### src/rtl/sha256tc_pkg.sv
`default_nettype none

package sha256tc_pkg;

    typedef logic [0:7][31:0]  hash_t;
    typedef logic [0:15][31:0] block_t;

    typedef enum logic [2:0] {
        ST_IDLE,
        ST_PAD,
        ST_LEN,
        ST_LOAD,
        ST_ROUND,
        ST_UPDATE,
        ST_OUT
    } state_t;

    localparam logic [5:0] LAST_BYTE_POS = 6'd63;
    localparam logic [5:0] LEN_FIELD_POS = 6'd56;
    localparam logic [5:0] LAST_ROUND    = 6'd63;
    localparam logic [1:0] LAST_PART     = 2'd3;
    localparam logic [5:0] MAX_ZERO_BYTES = 6'd32;
    localparam logic [7:0] PAD_BYTE      = 8'h80;
    localparam logic [0:0] ADDR_ZERO_BYTES = 1'b0;

    localparam hash_t H_INIT = {
        32'h6a09e667, 32'hbb67ae85, 32'h3c6ef372, 32'ha54ff53a,
        32'h510e527f, 32'h9b05688c, 32'h1f83d9ab, 32'h5be0cd19
    };

    localparam logic [0:63][31:0] ROUND_K = {
        32'h428a2f98, 32'h71374491, 32'hb5c0fbcf, 32'he9b5dba5,
        32'h3956c25b, 32'h59f111f1, 32'h923f82a4, 32'hab1c5ed5,
        32'hd807aa98, 32'h12835b01, 32'h243185be, 32'h550c7dc3,
        32'h72be5d74, 32'h80deb1fe, 32'h9bdc06a7, 32'hc19bf174,
        32'he49b69c1, 32'hefbe4786, 32'h0fc19dc6, 32'h240ca1cc,
        32'h2de92c6f, 32'h4a7484aa, 32'h5cb0a9dc, 32'h76f988da,
        32'h983e5152, 32'ha831c66d, 32'hb00327c8, 32'hbf597fc7,
        32'hc6e00bf3, 32'hd5a79147, 32'h06ca6351, 32'h14292967,
        32'h27b70a85, 32'h2e1b2138, 32'h4d2c6dfc, 32'h53380d13,
        32'h650a7354, 32'h766a0abb, 32'h81c2c92e, 32'h92722c85,
        32'ha2bfe8a1, 32'ha81a664b, 32'hc24b8b70, 32'hc76c51a3,
        32'hd192e819, 32'hd6990624, 32'hf40e3585, 32'h106aa070,
        32'h19a4c116, 32'h1e376c08, 32'h2748774c, 32'h34b0bcb5,
        32'h391c0cb3, 32'h4ed8aa4a, 32'h5b9cca4f, 32'h682e6ff3,
        32'h748f82ee, 32'h78a5636f, 32'h84c87814, 32'h8cc70208,
        32'h90befffa, 32'ha4506ceb, 32'hbef9a3f7, 32'hc67178f2
    };

    function automatic logic [31:0] big_sigma0(input logic [31:0] x);
        return {x[1:0], x[31:2]} ^ {x[12:0], x[31:13]} ^ {x[21:0], x[31:22]};
    endfunction

    function automatic logic [31:0] big_sigma1(input logic [31:0] x);
        return {x[5:0], x[31:6]} ^ {x[10:0], x[31:11]} ^ {x[24:0], x[31:25]};
    endfunction

    function automatic logic [31:0] small_sigma0(input logic [31:0] x);
        return {x[6:0], x[31:7]} ^ {x[17:0], x[31:18]} ^ {3'b000, x[31:3]};
    endfunction

    function automatic logic [31:0] small_sigma1(input logic [31:0] x);
        return {x[16:0], x[31:17]} ^ {x[18:0], x[31:19]} ^ {10'b0, x[31:10]};
    endfunction

endpackage

`default_nettype wire

### src/rtl/sha256_hash_with_target_check_core.sv
// A byte that neither completes a 64-byte block nor is the last byte leaves the input unstalled for the next byte.
// A byte that completes a block keeps the input stalled through load, 64 rounds and chain update.
// The last byte adds one or two compressions, each led by a padding or length step,
// then four digest transfers.
// Rounds run one per cycle through a single shared round unit.
// Reset (rst_n low, asynchronous) loads the initial hash, clears the byte count and sets the target to 3.
`default_nettype none

module sha256_hash_with_target_check_core (
    input  wire logic        clk,
    input  wire logic        rst_n,
    input  wire logic        psel,
    input  wire logic        penable,
    input  wire logic        pwrite,
    input  wire logic [2:0]  paddr,
    input  wire logic [31:0] pwdata,
    output logic [31:0]      prdata,
    output logic             pready,
    input  wire logic        in_valid,
    output logic             in_stall,
    input  wire logic [7:0]  msg_byte,
    input  wire logic        last_byte,
    output logic             out_valid,
    input  wire logic        out_stall,
    output logic [63:0]      digest_part,
    output logic             part_last,
    output logic             target_met
);

    sha256tc_pkg::state_t state_reg, state_next;
    sha256tc_pkg::hash_t  chain_reg, chain_next;
    sha256tc_pkg::hash_t  vars_reg, vars_next;
    sha256tc_pkg::block_t block_reg, block_next;
    sha256tc_pkg::block_t win_reg, win_next;
    logic [60:0] total_reg, total_next;
    logic [5:0]  round_reg, round_next;
    logic        last_reg, last_next;
    logic        pad_done_reg, pad_done_next;
    logic        len_done_reg, len_done_next;
    logic [1:0]  part_reg, part_next;
    logic [5:0]  zbn_reg, zbn_next;

    logic        in_take;
    logic        out_take;
    logic        cfg_write;
    logic [5:0]  pos;
    logic [63:0] bit_len;
    logic [31:0] t1;
    logic [31:0] t2;
    logic [5:0]  need;
    logic        met;

    assign pos       = total_reg[5:0];
    assign bit_len   = {total_reg, 3'b000};
    assign cfg_write = psel && penable && pwrite && pready;

    always_comb
    begin
        pready   = 1'b1;
        in_stall = (state_reg != sha256tc_pkg::ST_IDLE);
        out_valid = (state_reg == sha256tc_pkg::ST_OUT);
        in_take  = in_valid && !in_stall;
        out_take = out_valid && !out_stall;
        if (paddr[2] == sha256tc_pkg::ADDR_ZERO_BYTES)
        begin
            prdata = {26'b0, zbn_reg};
        end
        else
        begin
            prdata = 32'b0;
        end
    end

    always_comb
    begin
        state_next = state_reg;
        case (state_reg)
            sha256tc_pkg::ST_IDLE:
            begin
                if (in_take)
                begin
                    if (pos == sha256tc_pkg::LAST_BYTE_POS)
                    begin
                        state_next = sha256tc_pkg::ST_LOAD;
                    end
                    else if (last_byte)
                    begin
                        state_next = sha256tc_pkg::ST_PAD;
                    end
                end
            end
            sha256tc_pkg::ST_PAD:   state_next = sha256tc_pkg::ST_LOAD;
            sha256tc_pkg::ST_LEN:   state_next = sha256tc_pkg::ST_LOAD;
            sha256tc_pkg::ST_LOAD:  state_next = sha256tc_pkg::ST_ROUND;
            sha256tc_pkg::ST_ROUND:
            begin
                if (round_reg == sha256tc_pkg::LAST_ROUND)
                begin
                    state_next = sha256tc_pkg::ST_UPDATE;
                end
            end
            sha256tc_pkg::ST_UPDATE:
            begin
                if (!last_reg)
                begin
                    state_next = sha256tc_pkg::ST_IDLE;
                end
                else if (!pad_done_reg)
                begin
                    state_next = sha256tc_pkg::ST_PAD;
                end
                else if (!len_done_reg)
                begin
                    state_next = sha256tc_pkg::ST_LEN;
                end
                else
                begin
                    state_next = sha256tc_pkg::ST_OUT;
                end
            end
            sha256tc_pkg::ST_OUT:
            begin
                if (out_take && part_reg == sha256tc_pkg::LAST_PART)
                begin
                    state_next = sha256tc_pkg::ST_IDLE;
                end
            end
            default: state_next = sha256tc_pkg::ST_IDLE;
        endcase
    end

    always_comb
    begin
        t1 = vars_reg[7] + sha256tc_pkg::big_sigma1(vars_reg[4])
             + ((vars_reg[4] & vars_reg[5]) ^ (~vars_reg[4] & vars_reg[6]))
             + sha256tc_pkg::ROUND_K[round_reg] + win_reg[0];
        t2 = sha256tc_pkg::big_sigma0(vars_reg[0])
             + ((vars_reg[0] & vars_reg[1]) ^ (vars_reg[0] & vars_reg[2])
                ^ (vars_reg[1] & vars_reg[2]));
    end

    always_comb
    begin
        logic [5:0] p;
        chain_next    = chain_reg;
        vars_next     = vars_reg;
        block_next    = block_reg;
        win_next      = win_reg;
        total_next    = total_reg;
        round_next    = round_reg;
        last_next     = last_reg;
        pad_done_next = pad_done_reg;
        len_done_next = len_done_reg;
        part_next     = part_reg;
        zbn_next      = zbn_reg;
        p             = 6'd0;

        if (cfg_write && paddr[2] == sha256tc_pkg::ADDR_ZERO_BYTES)
        begin
            zbn_next = pwdata[5:0];
        end

        case (state_reg)
            sha256tc_pkg::ST_IDLE:
            begin
                if (in_take)
                begin
                    block_next[pos[5:2]][(5'd24 - {pos[1:0], 3'b000}) +: 8] = msg_byte;
                    total_next    = total_reg + 61'd1;
                    last_next     = last_byte;
                    pad_done_next = 1'b0;
                    len_done_next = 1'b0;
                end
            end
            sha256tc_pkg::ST_PAD:
            begin
                for (int w = 0; w < 16; w++)
                begin
                    for (int b = 0; b < 4; b++)
                    begin
                        p = 6'(w * 4 + b);
                        if (p == pos)
                        begin
                            block_next[w][31 - 8 * b -: 8] = sha256tc_pkg::PAD_BYTE;
                        end
                        else if (p > pos)
                        begin
                            block_next[w][31 - 8 * b -: 8] = 8'h00;
                        end
                    end
                end
                pad_done_next = 1'b1;
                if (pos < sha256tc_pkg::LEN_FIELD_POS)
                begin
                    block_next[14] = bit_len[63:32];
                    block_next[15] = bit_len[31:0];
                    len_done_next  = 1'b1;
                end
            end
            sha256tc_pkg::ST_LEN:
            begin
                block_next     = '0;
                block_next[14] = bit_len[63:32];
                block_next[15] = bit_len[31:0];
                len_done_next  = 1'b1;
            end
            sha256tc_pkg::ST_LOAD:
            begin
                win_next   = block_reg;
                vars_next  = chain_reg;
                round_next = 6'd0;
            end
            sha256tc_pkg::ST_ROUND:
            begin
                vars_next = {t1 + t2, vars_reg[0], vars_reg[1], vars_reg[2],
                             vars_reg[3] + t1, vars_reg[4], vars_reg[5], vars_reg[6]};
                for (int i = 0; i < 15; i++)
                begin
                    win_next[i] = win_reg[i + 1];
                end
                win_next[15] = sha256tc_pkg::small_sigma1(win_reg[14]) + win_reg[9]
                               + sha256tc_pkg::small_sigma0(win_reg[1]) + win_reg[0];
                round_next = round_reg + 6'd1;
            end
            sha256tc_pkg::ST_UPDATE:
            begin
                for (int i = 0; i < 8; i++)
                begin
                    chain_next[i] = chain_reg[i] + vars_reg[i];
                end
            end
            sha256tc_pkg::ST_OUT:
            begin
                if (out_take)
                begin
                    part_next = part_reg + 2'd1;
                    if (part_reg == sha256tc_pkg::LAST_PART)
                    begin
                        chain_next = sha256tc_pkg::H_INIT;
                        total_next = 61'd0;
                        last_next  = 1'b0;
                    end
                end
            end
            default: ;
        endcase
    end

    always_comb
    begin
        need = (zbn_reg > sha256tc_pkg::MAX_ZERO_BYTES) ? sha256tc_pkg::MAX_ZERO_BYTES : zbn_reg;
        met  = 1'b1;
        for (int k = 0; k < 32; k++)
        begin
            if (6'(k) < need && chain_reg[k / 4][31 - 8 * (k % 4) -: 8] != 8'h00)
            begin
                met = 1'b0;
            end
        end
    end

    assign digest_part = {chain_reg[{part_reg, 1'b0}], chain_reg[{part_reg, 1'b1}]};
    assign part_last   = (part_reg == sha256tc_pkg::LAST_PART);
    assign target_met  = met;

    always_ff @(posedge clk or negedge rst_n)
    begin
        if (!rst_n)
        begin
            state_reg    <= sha256tc_pkg::ST_IDLE;
            chain_reg    <= sha256tc_pkg::H_INIT;
            total_reg    <= 61'd0;
            round_reg    <= 6'd0;
            last_reg     <= 1'b0;
            pad_done_reg <= 1'b0;
            len_done_reg <= 1'b0;
            part_reg     <= 2'd0;
            zbn_reg      <= 6'd3;
        end
        else
        begin
            state_reg    <= state_next;
            chain_reg    <= chain_next;
            total_reg    <= total_next;
            round_reg    <= round_next;
            last_reg     <= last_next;
            pad_done_reg <= pad_done_next;
            len_done_reg <= len_done_next;
            part_reg     <= part_next;
            zbn_reg      <= zbn_next;
        end
    end

    always_ff @(posedge clk)
    begin
        vars_reg  <= vars_next;
        block_reg <= block_next;
        win_reg   <= win_next;
    end

endmodule

`default_nettype wire
### config.mk
export PLATFORM = sky130hd
export DESIGN_NAME = sha256_hash_with_target_check_core
export DESIGN_NICKNAME = d
export VERILOG_FILES = /design/src/rtl/sha256tc_pkg.sv /design/src/rtl/sha256_hash_with_target_check_core.sv
export SDC_FILE = /design/constraint.sdc
export NUM_CORES = 2
export LEC_CHECK = 0
export ABC_AREA = 1
export BUFFER_PORTS_ARGS = -buffer_cell sky130_fd_sc_hd__buf_4
export CAP_MARGIN = 20
export CELL_PAD_IN_SITES_DETAIL_PLACEMENT = 1
export CELL_PAD_IN_SITES_GLOBAL_PLACEMENT = 1
export CORE_UTILIZATION = 40
export DETAILED_ROUTE_END_ITERATION = 8
export PLACE_DENSITY_LB_ADDON = 0.1
export SYNTH_ARGS = -nofsm -noshare
export SYNTH_HDL_FRONTEND = slang
export SYNTH_SLANG_ARGS = --single-unit
### constraint.sdc
create_clock -name clk -period 24.7 [get_ports clk]
set_input_delay 4.94 -clock clk [delete_from_list [all_inputs] [get_ports clk]]
set_output_delay 4.94 -clock clk [all_outputs]
set_load 0.05 [all_outputs]
## Yosys cells after proc, flatten, opt, wreduce, memory -nomap -nowiden

Memories as Yosys holds them, arrays and structs flattened.
Index checks and enable logic that the tools add are counted.

| cells by class | value |
|---|---|
| add/subtract/negate cells | 23 |
| $lt $le $gt $ge | 103 |
| equality and inequality tests | 143 |
| shifts and indexed selects | 2 |
| muxes and demuxes | 203 |
| bitwise logic cells | 22 |
| reduce and logical (&&, ||, !) cells | 152 |

Operators with widths:

| operator | number |
|---|---|
| 512-bit case mux with 3 select lines | 1 |
| 8-bit two-way mux | 128 |
| 256-bit case mux with 2 select lines | 2 |
| 512-bit case mux with 2 select lines | 1 |
| 32-bit adder | 18 |
| 512-bit bitwise mux | 1 |
| 256-bit two-way mux | 2 |
| 512-bit two-way mux | 1 |
| 32-bit bitwise XOR | 9 |
| 8-bit nonzero test | 32 |
| 32-bit two-way mux | 7 |
| 3-bit AND reduction | 66 |
| 32-bit binary-select mux with 3-bit select | 2 |
| 6-bit equality test (first input constant) | 32 |
| 6-bit greater-than comparator (first input constant) | 32 |
| 61-bit two-way mux | 3 |
| 3-bit inequality test (second input constant) | 57 |
| 32-bit bitwise AND | 5 |
| 32-bit demux with 4-bit select | 1 |
| 61-bit case mux with 2 select lines | 1 |
| 5-bit by 6-bit equality test with 1-bit output (first input constant) | 16 |
| 5-bit by 6-bit greater-than comparator with 1-bit output (first input constant) | 16 |
| 5-bit by 6-bit < comparator with 1-bit output (first input constant) | 16 |
| 64-bit two-way mux | 1 |
| other kinds (56) | 198 |

| storage, ports and cells | value |
|---|---|
| bits in registers | 1617 |
| bits in read-only memories | 2048 |
| input bits | 51 |
| output and inout bits | 101 |
| logic and storage cells | 753 |
| memories kept | 1 |

Memories:

| memory | words | bits a word | read ports | clocked after memory_dff | wr ports | RTL line | source |
|---|---|---|---|---|---|---|---|
| (no name shown) | 64 | 32 | 1 | 0 | 0 | sha256_hash_with_target_check_core.sv:136 | `+ sha256tc_pkg::ROUND_K[round_reg] + win_reg[0];` |

## Depth between registers and ports, before layout

| depth | value |
|---|---|
| word-level depth | 36 |
| gate-level depth with buffers | 39 |
| depth with buffers taken out | 39 |

## Worst setup path after synthesis

Ideal clock, no wire load.

| timing path | value |
|---|---|
| kind | register to register |
| from | register state_reg[2] |
| to | register vars_reg[0] (netlist name), enable pin |
| library setup time | 5.373 ns |
| arrival | 13.447 ns |
| required time | 19.327 ns |
| setup slack | 5.880 ns |
| cell stages (with the launch flop) | 6 |
| path buffers | 1 |
| period minus slack after synthesis | 18.820 ns |
| path through | dfrtp_1 > inv_2 > nor3_2 > inv_2 > clkbuf_1 > nand2_1 |

| between the ends | value |
|---|---|
| longest elaborated chain between the ends | 2 |
| elaborated cells between the ends (all ways) | 3 |
| those cells by class | 2 x eq/ne; 1 x reduce/logical |

RTL lines:

| element | RTL line | source |
|---|---|---|
| start, declared | sha256_hash_with_target_check_core.sv:30 | `sha256tc_pkg::state_t state_reg, state_next;` |
| start signal, assigned | sha256_hash_with_target_check_core.sv:270 | `state_reg <= sha256tc_pkg::ST_IDLE;` |
| start signal, assigned | sha256_hash_with_target_check_core.sv:282 | `state_reg <= state_next;` |
| 3-bit equality test or 3-bit by 2-bit equality test with 1-bit output (tied branches) | sha256_hash_with_target_check_core.sv:163 | `case (state_reg)` |
| 2-bit nonzero test (no line) * | - |  |
| end signal, assigned | sha256_hash_with_target_check_core.sv:296 | `vars_reg <= vars_next;` |
| end, declared | sha256_hash_with_target_check_core.sv:32 | `sha256tc_pkg::hash_t vars_reg, vars_next;` |

Every way passes the cells marked *; elsewhere a longest branch is shown, timed or not.
A chain may end at the register's enable or synchronous reset.

## Worst setup path in the final report

| timing path | value |
|---|---|
| from | input paddr[2] |
| to | output prdata[5] |

| between the ends | value |
|---|---|
| longest elaborated chain between the ends | 1 |

RTL lines:

| element | RTL line | source |
|---|---|---|
| start, declared | sha256_hash_with_target_check_core.sv:15 | `input wire logic [2:0] paddr,` |
| 6-bit two-way mux | sha256_hash_with_target_check_core.sv:64 | `if (paddr[2] == sha256tc_pkg::ADDR_ZERO_BYTES)` |
| end, declared | sha256_hash_with_target_check_core.sv:17 | `output logic [31:0] prdata,` |

Every way passes these cells.

==> results.md <==
- Horiz. Die Dim: 511 um
- Core ar.: 257,000 um2
- First-pass GRT wire length: about 700 mm
- Number of global-route vias before repair: 93,300
- Critical-path maximum fanout: 7
- Routability cong.: 0.990
- Synth Flop Type: edfxtp_1
- Final setup viols: 0
- Tmin final: 10,380 ps
- Routed len/inst: 31.3 um
- Total grt overflow: 0
- Setup TNS Final: 0 ps
- Register Area: roughly 47,000 um2
- Drt via density: 5.87
- H-tree levels: 4
- Max-slew headroom: 13.8%
- Initial cell density of the core: 40.3%
- Critical path data arrival time: 5440 ps
- Area of the mapped netlist: 104,000 um2
- Actual slew at the worst max-slew pin: 1280 ps
- Final number of hold-violating endpoints: 0
- Hpwl dp: 384 mm
- Yosys reg bits: 1,617
- Worst setup path start: paddr[2]
- Final Cycle Share: between 40% and 50%
- Clk_lat worst skew: 930 ps
- Crit-path max cell delay: roughly 230 ps
- Critical Path RT: 19,760 ps
- DR DRC count: 0
- Max Cap Viol: 0
- Fraction of layout instances using a drive strength above 1: 6.27%
- Synth Area per Inst: 8.45 um2
- Filler Cell Count: 30,300
- Via count: 92,900
- Clock Skews: around 70 ps
- Ports: around 150
- Max reg flops: a little over 500
- Reg2Reg Launch Point: round_reg[0]
- Status: completed
- CTS tree: yes
- Crit-path cells: buf_4, nor2_1, buf_4
- Die ar.: approximately 260,000 um2
- Setup crit end kind: output port
- CTS clock-pin slew for the worst setup and hold paths: 60 ps
- Clk buf depth: 4
- Most used cell along the critical path: buf_4
- WS Path Type: in2out
- Largest net degree at the start of global routing: 183
- Pre-antenna DRT Iters: 6
- Detailed Route Iter0 Violations: just under 9,000
- PostCTS Resize Cnt: 0
- RSZ-0062 raised after global routing: false
- Nets: 12,900
- Sequential-to-total area share from yosys stat: 45.4%
- Post-synth EDFFs: 1,280
- DIE HEIGHT: 511 um
- Hold Startpoint: win_reg[10]
- Syn Inst Count: 12,300
- Area grow syn2layout: 10.4%
- F_max: 0.0964 GHz
- Inserted Clock Buffers: 201
- Final ANT Viol Nets: 0
- Worst setup SP type: primary input
- Post-CTS Hold Fix Bufs: 0
- Row Count: roughly 190
- Synth warnings: 0
- Ys async rst share: 20.8%
- Clock sink total: 1,617
- CTS root buffer: clkbuf_16
- Slew Limit Fails: 0
- HP Class: reg2reg
- Antenna violations before repair: 25
- Multi-input gate area: between 40,000 and 50,000 um2
- Yosys cell types: 71
- Port Buffers: 96
- Tot GR Track Use: 37.3%
- Routed WL: slightly below 500 mm
- Crit path max-delay cell type: buf_4
- Post-CTS setup buffer count: 0
-- metal layers --
metal  global-route usage [%]  vias up  routed length (um)
li1                         -    41500                   -
met1                     47.5    46900              201000
met2                     59.3     3508              224000
met3                     4.94      962               31400
met4                     24.7        8               38800
met5                        0        -                  52
-- synth_stat cells, types with 15 or more instances --
| cell | count | share of area [%] |
|---|---|---|
| clkbuf_1 | 312 | 1.1 |
| o22ai_1 | 211 | 1.3 |
| a211oi_1 | 31 | 0.22 |
| o32ai_1 | 18 | 0.15 |
| xnor2_1 | 175 | 1.5 |
| o221ai_1 | 27 | 0.23 |
| ha_1 | 407 | 4.9 |
| o21ai_0 | 1098 | 5.3 |
| or2_2 | 15 | 0.091 |
| o21bai_1 | 59 | 0.43 |
| buf_1 | 20 | 0.073 |
| o31ai_1 | 17 | 0.12 |
| fa_1 | 196 | 3.8 |
| a21oi_1 | 859 | 4.2 |
| nand3_1 | 341 | 1.6 |
| a22oi_1 | 140 | 1.0 |
| nand4_1 | 119 | 0.72 |
| maj3_1 | 24 | 0.23 |
| dfstp_2 | 138 | 3.5 |
| inv_1 | 1575 | 5.7 |
| buf_2 | 113 | 0.55 |
| nor3_1 | 170 | 0.82 |
| xor2_1 | 221 | 1.9 |
| o21a_1 | 26 | 0.19 |
| buf_4 | 36 | 0.26 |
| nor4_1 | 71 | 0.43 |
| o211ai_1 | 31 | 0.22 |
| a2bb2oi_1 | 164 | 1.4 |
| dfrtp_1 | 199 | 4.8 |
| nand2_1 | 2911 | 11 |
| nor2_1 | 963 | 3.5 |
| a21o_1 | 53 | 0.38 |
| edfxtp_1 | 1280 | 37 |
| a21boi_0 | 32 | 0.23 |
| a31oi_1 | 57 | 0.34 |
-- cells by family after synthesis --
family,Yosys count,synth area share (%)
simple gates,4645,18.2
mux,1,0.00967
flops,1617,45.4
compound gates,2886,16.2
xor+xnor,396,3.35
other cells,2,0.00725
fa+ha+maj,627,8.94
buf+inv,2078,7.83
-- critical path, delay by kind of cell --
kind,cells,cell delay (ps)
buf+inv,2,370
simple gates,1,130
-- through the flow --
step | util (%) | hold WS, ps | area, um2 | setup WS, ps | instances
4_1_cts | 44.4 | 489 | 114000 | 14330 | 15800
6_report | 44.5 | 496 | 114000 | 14320 | 15800
5_1_grt | 44.4 | 513 | 114000 | 14310 | 15800
3_3_place_gp | 41.9 | 472 | 108000 | 14360 | 15400
2_1_floorplan | - | 455 | 104000 | 5880 | 12300
3_5_place_dp | 41.9 | 486 | 108000 | 14340 | 15400
-- layout make-up --
type                    count  area share, %
multi-input cells        8582           42.5
flip-flops and latches   1617           41.1
inverters                1594           5.25
clock buffers             249           4.61
well taps                3384           3.70
repair buffers            259           1.75
clock inverters           117           1.02
diodes                     19         0.0416
-- layout by cell type, fill, tap and decap left out, drive strengths merged, types with 24 or more instances in the layout --
| master | synthesis | layout |
|---|---|---|
| a21oi | 860 | 860 |
| nor3 | 176 | 176 |
| a2bb2oi | 164 | 164 |
| nor2 | 977 | 977 |
| xor2 | 221 | 221 |
| o22ai | 211 | 211 |
| nand2 | 2922 | 2922 |
| xnor2 | 175 | 175 |
| dfrtp | 199 | 199 |
| o21bai | 59 | 59 |
| a31oi | 57 | 57 |
| nor4 | 73 | 73 |
| o21ai | 1103 | 1103 |
| a211oi | 31 | 31 |
| maj3 | 24 | 24 |
| nand3 | 343 | 343 |
| inv | 1581 | 1597 |
| fa | 196 | 196 |
| edfxtp | 1280 | 1280 |
| o211ai | 31 | 31 |
| a21boi | 32 | 32 |
| a21o | 53 | 53 |
| buf | 172 | 257 |
| ha | 407 | 407 |
| clkinv | 13 | 87 |
| nand4 | 119 | 119 |
| a22oi | 140 | 140 |
| clkbuf | 312 | 251 |
| o21a | 26 | 26 |
| o221ai | 27 | 27 |
| conb | 2 | 27 |
| dfstp | 138 | 138 |
-- path summary, 6_finish.rpt --
path / endpoint / slack [ps] / depth (start not counted)
worst max-delay path: prdata[5] / 14320 / 3
worst min-delay path: win_reg[42] / 500 / 2
worst max register to register: vars_reg[246] / 15110 / 28
worst min register to register: win_reg[42] / 500 / 2
max in group asynchronous: total_reg[57] / 18540 / 3
min in group asynchronous: chain_reg[170] / 4060 / 1
Power is not shown: default switching activity piles up to over one toggle a cycle in this logic, so the estimate is an artifact.
